==> src/hw/rtl/wfc_pkg.sv <==
// Shared types, constants and helpers for the waypoint follower controller.
// No dependencies.
package wfc_pkg;

    localparam int W      = 36;
    localparam int IDX_W  = 5;
    localparam int CFG_IW = 3;

    localparam logic [1:0] OP_STORE = 2'd0;
    localparam logic [1:0] OP_POSE  = 2'd1;
    localparam logic [1:0] OP_TICK  = 2'd2;

    localparam logic [2:0] STAT_WAITING   = 3'd0;
    localparam logic [2:0] STAT_PATH_DONE = 3'd1;
    localparam logic [2:0] STAT_MOVING    = 3'd2;
    localparam logic [2:0] STAT_REACHED   = 3'd3;
    localparam logic [2:0] STAT_GOAL      = 3'd4;
    localparam logic [2:0] STAT_STORED    = 3'd5;
    localparam logic [2:0] STAT_POSE_SET  = 3'd6;

    localparam logic [CFG_IW-1:0] CFG_GOAL_X     = 3'd0;
    localparam logic [CFG_IW-1:0] CFG_GOAL_Y     = 3'd1;
    localparam logic [CFG_IW-1:0] CFG_GOAL_EN    = 3'd2;
    localparam logic [CFG_IW-1:0] CFG_WP_COUNT   = 3'd3;
    localparam logic [CFG_IW-1:0] CFG_STOP_RAD   = 3'd4;
    localparam logic [CFG_IW-1:0] CFG_MAX_SPEED  = 3'd5;
    localparam logic [CFG_IW-1:0] CFG_GAIN       = 3'd6;

    localparam logic signed [16:0] KINV       = 17'sd39797;
    localparam logic signed [11:0] YAW_K      = 12'sd1043;
    localparam logic [31:0]        HALF_TURN  = 32'h8000_0000;

    typedef struct packed {
        logic [1:0]         opcode;
        logic [7:0]         slot;
        logic signed [31:0] coord_x;
        logic signed [31:0] coord_y;
        logic [15:0]        heading;
    } t_wfc_in;

    typedef struct packed {
        logic [2:0]         status;
        logic [19:0]        linear_speed;
        logic signed [31:0] angular_rate;
        logic signed [31:0] pose_x_out;
        logic signed [31:0] pose_y_out;
        logic [15:0]        pose_yaw_out;
        logic [8:0]         path_position;
    } t_wfc_out;

    typedef struct packed {
        logic                start;
        logic                rotate;
        logic signed [W-1:0] x;
        logic signed [W-1:0] y;
        logic [31:0]         ang;
    } t_cordic_req;

    typedef struct packed {
        logic                done;
        logic signed [W-1:0] x;
        logic signed [W-1:0] y;
        logic [31:0]         z;
    } t_cordic_rsp;

    typedef enum logic [3:0] {
        S_IDLE, S_DECODE, S_RD, S_V1, S_M1, S_V2, S_M2,
        S_RS, S_ROT, S_P1, S_P2, S_DONE
    } t_state;

    function automatic logic [31:0] cordic_atan(input logic [IDX_W-1:0] i);
        logic [31:0] a;
        unique case (i)
            5'd0:  a = 32'd536870912;
            5'd1:  a = 32'd316933406;
            5'd2:  a = 32'd167458907;
            5'd3:  a = 32'd85004756;
            5'd4:  a = 32'd42667331;
            5'd5:  a = 32'd21354465;
            5'd6:  a = 32'd10679838;
            5'd7:  a = 32'd5340245;
            5'd8:  a = 32'd2670163;
            5'd9:  a = 32'd1335087;
            5'd10: a = 32'd667544;
            5'd11: a = 32'd333772;
            5'd12: a = 32'd166886;
            5'd13: a = 32'd83443;
            5'd14: a = 32'd41722;
            5'd15: a = 32'd20861;
            5'd16: a = 32'd10430;
            5'd17: a = 32'd5215;
            5'd18: a = 32'd2608;
            5'd19: a = 32'd1304;
            5'd20: a = 32'd652;
            5'd21: a = 32'd326;
            5'd22: a = 32'd163;
            5'd23: a = 32'd81;
            default: a = 32'd0;
        endcase
        return a;
    endfunction

    function automatic logic signed [31:0] sat32(input logic signed [63:0] v);
        logic signed [31:0] r;
        if (v > 64'sd2147483647) begin
            r = 32'sh7FFF_FFFF;
        end else if (v < -64'sd2147483648) begin
            r = 32'sh8000_0000;
        end else begin
            r = v[31:0];
        end
        return r;
    endfunction

endpackage

==> src/hw/rtl/wfc_cordic.sv <==
// Iterative CORDIC unit, one micro-rotation per cycle, vectoring or rotation.
// Depends on wfc_pkg.
module wfc_cordic #(
    parameter int CORDIC_STEPS = 16
) (
    input  logic                 i_clk,
    input  logic                 i_rst_n,
    input  wfc_pkg::t_cordic_req i_req,
    output wfc_pkg::t_cordic_rsp o_rsp
);
    import wfc_pkg::*;

    logic signed [W-1:0] r_x, r_y, n_x0, n_y0;
    logic [31:0]         r_z, n_z0;
    logic [IDX_W-1:0]    r_i;
    logic                r_busy, r_done, r_rot;
    logic signed [W-1:0] xs, ys;
    logic [31:0]         atan_v;
    logic                cw, flip;

    always_comb begin
        flip = 1'b0;
        n_x0 = i_req.x;
        n_y0 = i_req.y;
        n_z0 = 32'd0;
        if (i_req.rotate) begin
            flip = (i_req.ang[31:30] == 2'b01) || (i_req.ang[31:30] == 2'b10);
            n_y0 = '0;
            n_x0 = flip ? -i_req.x : i_req.x;
            n_z0 = flip ? (i_req.ang - HALF_TURN) : i_req.ang;
        end else begin
            flip = i_req.x[W-1];
            n_x0 = flip ? -i_req.x : i_req.x;
            n_y0 = flip ? -i_req.y : i_req.y;
            n_z0 = flip ? HALF_TURN : 32'd0;
        end
    end

    assign xs     = r_x >>> r_i;
    assign ys     = r_y >>> r_i;
    assign atan_v = cordic_atan(r_i);
    assign cw     = r_rot ? r_z[31] : (!r_y[W-1] && (|r_y));

    always_ff @(posedge i_clk) begin
        if (!i_rst_n) begin
            r_busy <= 1'b0;
            r_done <= 1'b0;
        end else if (i_req.start) begin
            r_busy <= 1'b1;
            r_done <= 1'b0;
        end else if (r_busy && (r_i == IDX_W'(CORDIC_STEPS - 1))) begin
            r_busy <= 1'b0;
            r_done <= 1'b1;
        end else begin
            r_done <= 1'b0;
        end
    end

    always_ff @(posedge i_clk) begin
        if (i_req.start) begin
            r_x   <= n_x0;
            r_y   <= n_y0;
            r_z   <= n_z0;
            r_rot <= i_req.rotate;
            r_i   <= '0;
        end else if (r_busy) begin
            if (cw) begin
                r_x <= r_x + ys;
                r_y <= r_y - xs;
                r_z <= r_z + atan_v;
            end else begin
                r_x <= r_x - ys;
                r_y <= r_y + xs;
                r_z <= r_z - atan_v;
            end
            r_i <= r_i + 1'b1;
        end
    end

    assign o_rsp.done = r_done;
    assign o_rsp.x    = r_x;
    assign o_rsp.y    = r_y;
    assign o_rsp.z    = r_z;
endmodule

==> config.mk <==
export PLATFORM = sky130hd
export DESIGN_NAME = wfc_cordic
export DESIGN_NICKNAME = d
export VERILOG_FILES = /design/src/hw/rtl/wfc_pkg.sv /design/src/hw/rtl/wfc_cordic.sv
export SDC_FILE = /design/constraint.sdc
export NUM_CORES = 1
export LEC_CHECK = 0
export BUFFER_PORTS_ARGS = -buffer_cell sky130_fd_sc_hd__buf_2
export CAP_MARGIN = 15
export CORE_MARGIN = 4
export CORE_UTILIZATION = 35
export CTS_CLUSTER_DIAMETER = 30
export DETAILED_ROUTE_END_ITERATION = 8
export HOLD_SLACK_MARGIN = 0.06
export PLACE_DENSITY = 0.59
export SYNTH_ARGS = -nofsm -noshare
export SYNTH_HDL_FRONTEND = slang
export SYNTH_SLANG_ARGS = --single-unit
==> constraint.sdc <==
create_clock -name i_clk -period 15.8 [get_ports i_clk]
set_input_delay 3.16 -clock i_clk [delete_from_list [all_inputs] [get_ports i_clk]]
set_output_delay 3.16 -clock i_clk [all_outputs]
set_load 0.02 [all_outputs]
# Word level (Yosys, flattened, before mapping)
# Memories as Yosys holds them, arrays and structs flattened. A register that Yosys moved wholly into a read port is not among the register bits.
# Cells that the tools add are included.
[totals] n_memories=1 ff_bits=112 out_inout_bits=105 in_bits=108 mem_bits_ro=960 wordCells=55
[mem_list] name="(name not given)" words=32 word_bits=30 rd=1 rd_ports_with_merged_regs=1 write_ports=0 line="wfc_pkg.sv:73" rtl="unique case (i)"
[classes] n_shift=2 addsub=10 n_eq_ne=3 bitwise=1 n_reduce_logical=8 mux=23
[ops] cell="2-to-1 mux 36 bit" count=11
[ops] cell="2-to-1 mux 32 bit" count=6
[ops] cell="adder 36 bit" count=2
[ops] cell="negation 36 bit" count=2
[ops] cell=">>> shifter 36 x 5 -> 36 bit" count=2
[ops] cell="subtractor 36 bit" count=2
[ops] cell="OR reduction 36 bit" count=1
[ops] cell="adder 32 bit" count=1
[ops] cell="subtractor 32 bit" count=1
[ops] cell="subtractor 32 bit, second input constant" count=1
[ops] cell="2-to-1 mux 5 bit" count=2
[ops] cell="adder 5 x 1 -> 5 bit, second input constant" count=1
[ops] cell="equality test 5 x 4 -> 1 bit, second input constant" count=1
[ops] cell="2-to-1 mux 1 bit" count=4
[ops] cell="nonzero test 2 bit" count=2
[ops] cell="equality test 2 x 1 -> 1 bit, second input constant" count=1
[ops] cell="equality test 2 bit, second input constant" count=1
[ops] cell="logical AND 1 bit" count=2
[ops] cell="OR reduction 2 bit" count=1
[ops] cell="zero test 1 bit" count=1
[ops] cell="logical OR 1 bit" count=1
[ops] cell="NOT 1 bit" count=1

# Logic depth before layout (Yosys ltp)
[depth] ltp_word=6 mapped_depth=29 mapped_depth_nobuf=24

# Worst setup path after synthesis
# OpenSTA, ideal clock, no wires.
[synth_timing] path_kind="input port to flip-flop" startpoint="input i_req[36] in the netlist's numbering" endpoint="register r_y[34], data pin" cell_stages=9 t_arrival_ns=5.894 setup_time_ns=0.271 t_required_ns=15.529 path_buffers=0 path_slack_ns=9.634 path_cell_list="or4_1 nor3_2 nand3_1 or4_1 or3_1 or3_1 o31ai_1 xor2_1 o22ai_1"
[synth_between] elab_chain_cells=4
[synth_lines] element="start, declared" line="wfc_cordic.sv:8" rtl="input wfc_pkg::t_cordic_req i_req,"
[synth_lines] element="negation 36 bit" line="wfc_cordic.sv:34" rtl="n_y0 = flip ? -i_req.y : i_req.y;"
[synth_lines] element="2-to-1 mux 36 bit" line="wfc_cordic.sv:34"
[synth_lines] element="2-to-1 mux 36 bit" line="wfc_cordic.sv:26" rtl="if (i_req.rotate) begin"
[synth_lines] element="2-to-1 mux 36 bit" line="wfc_cordic.sv:60" rtl="if (i_req.start) begin"
[synth_lines] element="end signal, assigned" line="wfc_cordic.sv:62" rtl="r_y <= n_y0;"
[synth_lines] element="end signal, assigned" line="wfc_cordic.sv:69" rtl="r_y <= r_y - xs;"
[synth_lines] element="end signal, assigned" line="wfc_cordic.sv:73" rtl="r_y <= r_y + xs;"
[synth_lines] element="end, declared" line="wfc_cordic.sv:13" rtl="logic signed [W-1:0] r_x, r_y, n_x0, n_y0;"
# No other way between the ends.
# A chain may end at the register's enable or synchronous reset.

# Worst setup path in the final report
[layout_timing] startpoint="register r_i[1]" endpoint="register r_x[28], data pin"
[layout_between] elab_chain_cells=5 word_cells_on_any_way=6 classes_between="2 x add/sub; 1 x shift; 3 x mux"
[layout_lines] element="start, declared" line="wfc_cordic.sv:15" rtl="logic [IDX_W-1:0] r_i;"
[layout_lines] element="start signal, assigned" line="wfc_cordic.sv:76" rtl="r_i <= r_i + 1'b1;"
[layout_lines] element=">>> shifter 36 x 5 -> 36 bit *" line="wfc_cordic.sv:40" rtl="assign ys = r_y >>> r_i;"
[layout_lines] element="subtractor 36 bit or adder 36 bit (tied branches)" line="wfc_cordic.sv:72, wfc_cordic.sv:68"
[layout_lines] element="2-to-1 mux 36 bit *" line="wfc_cordic.sv:67" rtl="if (cw) begin"
[layout_lines] element="2-to-1 mux 36 bit *" line="wfc_cordic.sv:66" rtl="end else if (r_busy) begin"
[layout_lines] element="2-to-1 mux 36 bit *" line="wfc_cordic.sv:60"
[layout_lines] element="end signal, assigned" line="wfc_cordic.sv:61" rtl="r_x <= n_x0;"
[layout_lines] element="end signal, assigned" line="wfc_cordic.sv:68" rtl="r_x <= r_x + ys;"
[layout_lines] element="end signal, assigned" line="wfc_cordic.sv:72" rtl="r_x <= r_x - ys;"
[layout_lines] element="end, declared" line="wfc_cordic.sv:13"
# Every way passes the cells marked *; elsewhere a longest branch is shown, timed or not. The select of a mux whose other input is x is not followed.

==> run metrics <==
status=finished clean; largest net degree at the start of global routing=85; Synth Instances=roughly 2400; Pre-Repair DR Iteration Count=6; Die H=248 um; Root Buffer=clkbuf_16; initial antenna violation count=1; grt total ovfl=0; drt drc=0; R2R Setup Slk=7.96 ns; number of synthesized flops with an enable pin=about 110; maximum clock rate=between 100 and 150 MHz; via count=approximately 20000; htree depth=4; Worst Setup Slack, final=7.96 ns; Cell Rows=87; Top FF cell, synth=edfxtp_1; asr flop ratio synth=0; layout cell share with drive strength beyond 1=0.176; P_leak=slightly below 9 nW; fin nets=2732; core area=about 0.057 mm^2; post-synth top area share=0.157; Port Buffer Count=roughly 210; hold path startpoint=r_busy; Clock Skews=between 0.015 and 0.02 ns; synthesis-to-layout area growth=10.9%; I/O pin count=approximately 210; normalized max-slew margin=0.337; max incr delay on CP=roughly 0.94 ns; Hold Path End=r_busy; Yosys reg bits=between 100 and 150; Clock Sinks=142; commonest cells after routing, fill and taps aside=nand2_1, buf_2, o21ai_0; Power per Cell Area=about 270 mW/mm^2; Crit Path Max Fanout=68; Worst Setup Start Kind=register; final setup fails=0; Worst VDD drop=between 0.1 and 0.15 mV; Max Cap Viol=0; most common cell after layout, fill and taps aside=nand2_1; starting density of the core=0.355; initial drt markers=around 2300; Bufs and invs on worst path=2; Final Critical Period=between 7 and 8 ns; Netlist cell types=86; reg2reg end=r_x[28]; Synth Warn #=0; CTS resizes=0; Worst-path clk slew=around 0.07 ns; CP dominant cell by count=nor2_1; Hold Path Class=reg2reg; post-DR vias/cell=about 6.2; slowest cell on the critical path=dfxtp_4; Crit path depth=24; synth top area cells=edfxtp_1, mux4_2, ha_1; global-route wire length before repair=120000 um; worst slew pin tran=~1 ns; GRT Total Usage=0.252; CP arrival=approximately 8.1 ns; Synth area leader=edfxtp_1; reg2reg start=r_i[1]; required time worst endpoint=around 16 ns; Netlist Area Pre-Place=roughly 0.020 mm^2; post-CTS setup repair buffer count=0; worst-case reg-to-reg path depth=24; crit path cell chain=buf_4, mux4_2, a222oi_1, o21ai_0, nor2_1, ha_1, inv_1, a311oi_1, nand4_1, or3_1, nor2_1, a21oi_1, xor2_1, ha_1, and4_1, and4_1, o2111ai_1, a31oi_1, nor3_1, o31ai_1, a31oi_1, xnor2_1, nor2_1, a21oi_1; clk buf depth=2; Hold-fix buffers, CTS=0; placed instance area=roughly 0.022 mm^2; Min-Delay Path Depth=2; Mapped Nets=2615; vias in the first global route=about 20000; Mapped Avg Cell Area=8.41 um^2; die width=248 um; Final Power=6.09 mW; CTS tree=built; Clock Latency Late Sink=about 0.5 ns; WL/cell=24.2 um; die area=between 0.06 and 0.07 mm^2; CP Capture Type=register; period utilization=0.496; CP top delay family=compound AO/OA/AOI/OAI gates; DP Worst Slack=between 8 and 9 ns; number of routed nets with antenna violations=0; critical path class=reg2reg; Hold Vio Cnt, Final=0; CTS Buf Count=17; GPL Wtd Cong=0.968; sequential share of the synthesized area=0.194; setup TNS=0 ns; detailed placement HPWL=60200 um; final WL=between 70000 and 80000 um; Slew Limit Fails=0; final instance area=0.0223 mm^2; setup repair after global routing missed its margin=false
-- sequential cells by signal, summed over array words and instances (netlist names) --
signal,count
atan_v,30
r_busy,1
r_done,1
r_i,5
r_rot,1
r_x,36
r_y,36
r_z,32
-- worst max-delay path by stage --
stage / slack (ns) / from / end
floorplan: 9.63 / i_req[36] / r_y[34]
finish: 7.96 / r_i[1] / r_x[28]
global route: 7.36 / r_i[1] / r_x[28]
global placement: 8.28 / r_i[1] / r_x[28]
detailed placement: 8.06 / r_i[1] / r_x[28]
CTS: 8.04 / r_i[1] / r_x[28]
-- Yosys cell counts (59+ instances only) --
cell type,number
o21ai_0,186
mux2i_1,73
nor2_1,156
xor2_1,126
xnor2_1,108
mux4_2,81
a21oi_1,145
nand2_1,239
a21o_1,59
ha_1,116
edfxtp_1,105
clkbuf_1,79
-- final cells by class --
type                    instances  area, um^2
clock buffers                  20         489
fillers                      5801       34300
well taps                     756         946
flip-flops and latches        142        3910
inverters                      54         203
repair buffers                239        1290
diodes                          1        2.50
multi-input cells            2051       15400
clock inverters                12        91.3
-- where the power goes --
part,leakage (nW),internal [mW],switching (mW)
sequential,1.39,0.657,0.389
combinational,7.09,1.93,2.70
clock,0.295,0.226,0.189
total,8.77,2.81,3.28
-- per-layer routing --
metal | track usage | wire [um] | part of all wire
met4 | 0.0926 | 2880 | 0.036
met1 | 0.323 | 32700 | 0.41
met3 | 0.0494 | 5740 | 0.072
met5 | 0 | 0 | 0
met2 | 0.421 | 38000 | 0.48
-- worst register-to-register path, cell delays in order (launching register included) --
cell and delay (ns):
dfxtp_4 0.94, buf_4 0.84, mux4_2 0.65, a222oi_1 0.47, o21ai_0 0.13, nor2_1 0.31, ha_1 0.26, inv_1 0.05
a311oi_1 0.19, nand4_1 0.27, or3_1 0.44, nor2_1 0.19, a21oi_1 0.11, xor2_1 0.18, ha_1 0.42, and4_1 0.24
and4_1 0.29, o2111ai_1 0.20, a31oi_1 0.34, nor3_1 0.13, o31ai_1 0.45, a31oi_1 0.17, xnor2_1 0.15, nor2_1 0.08
a21oi_1 0.05
-- kinds of logic (layout without fill, tap and decap cells) --
family                     count (synthesis)  in the layout  share of synthesized area
muxes                                    202            202                      0.154
and+or+nand+nor                          721            721                      0.178
other                                      0              1                          0
adders and majority gates                119            119                     0.0753
AOI/OAI and AO/OA                        775            775                      0.254
buffers and inverters                    195            325                     0.0424
xor gates and xnor gates                 234            234                      0.102
DFF                                      142            142                      0.194
-- through the flow --
stage,hold slack [ns],cells,util
finish,0.684,3275,0.394
CTS,0.679,3273,0.393
detailed placement,0.663,3241,0.383
global placement,0.662,3241,0.383
global route,0.700,3274,0.393
floorplan,0.653,2388,-
No activity file was read; power rests on OpenSTA's default activity.
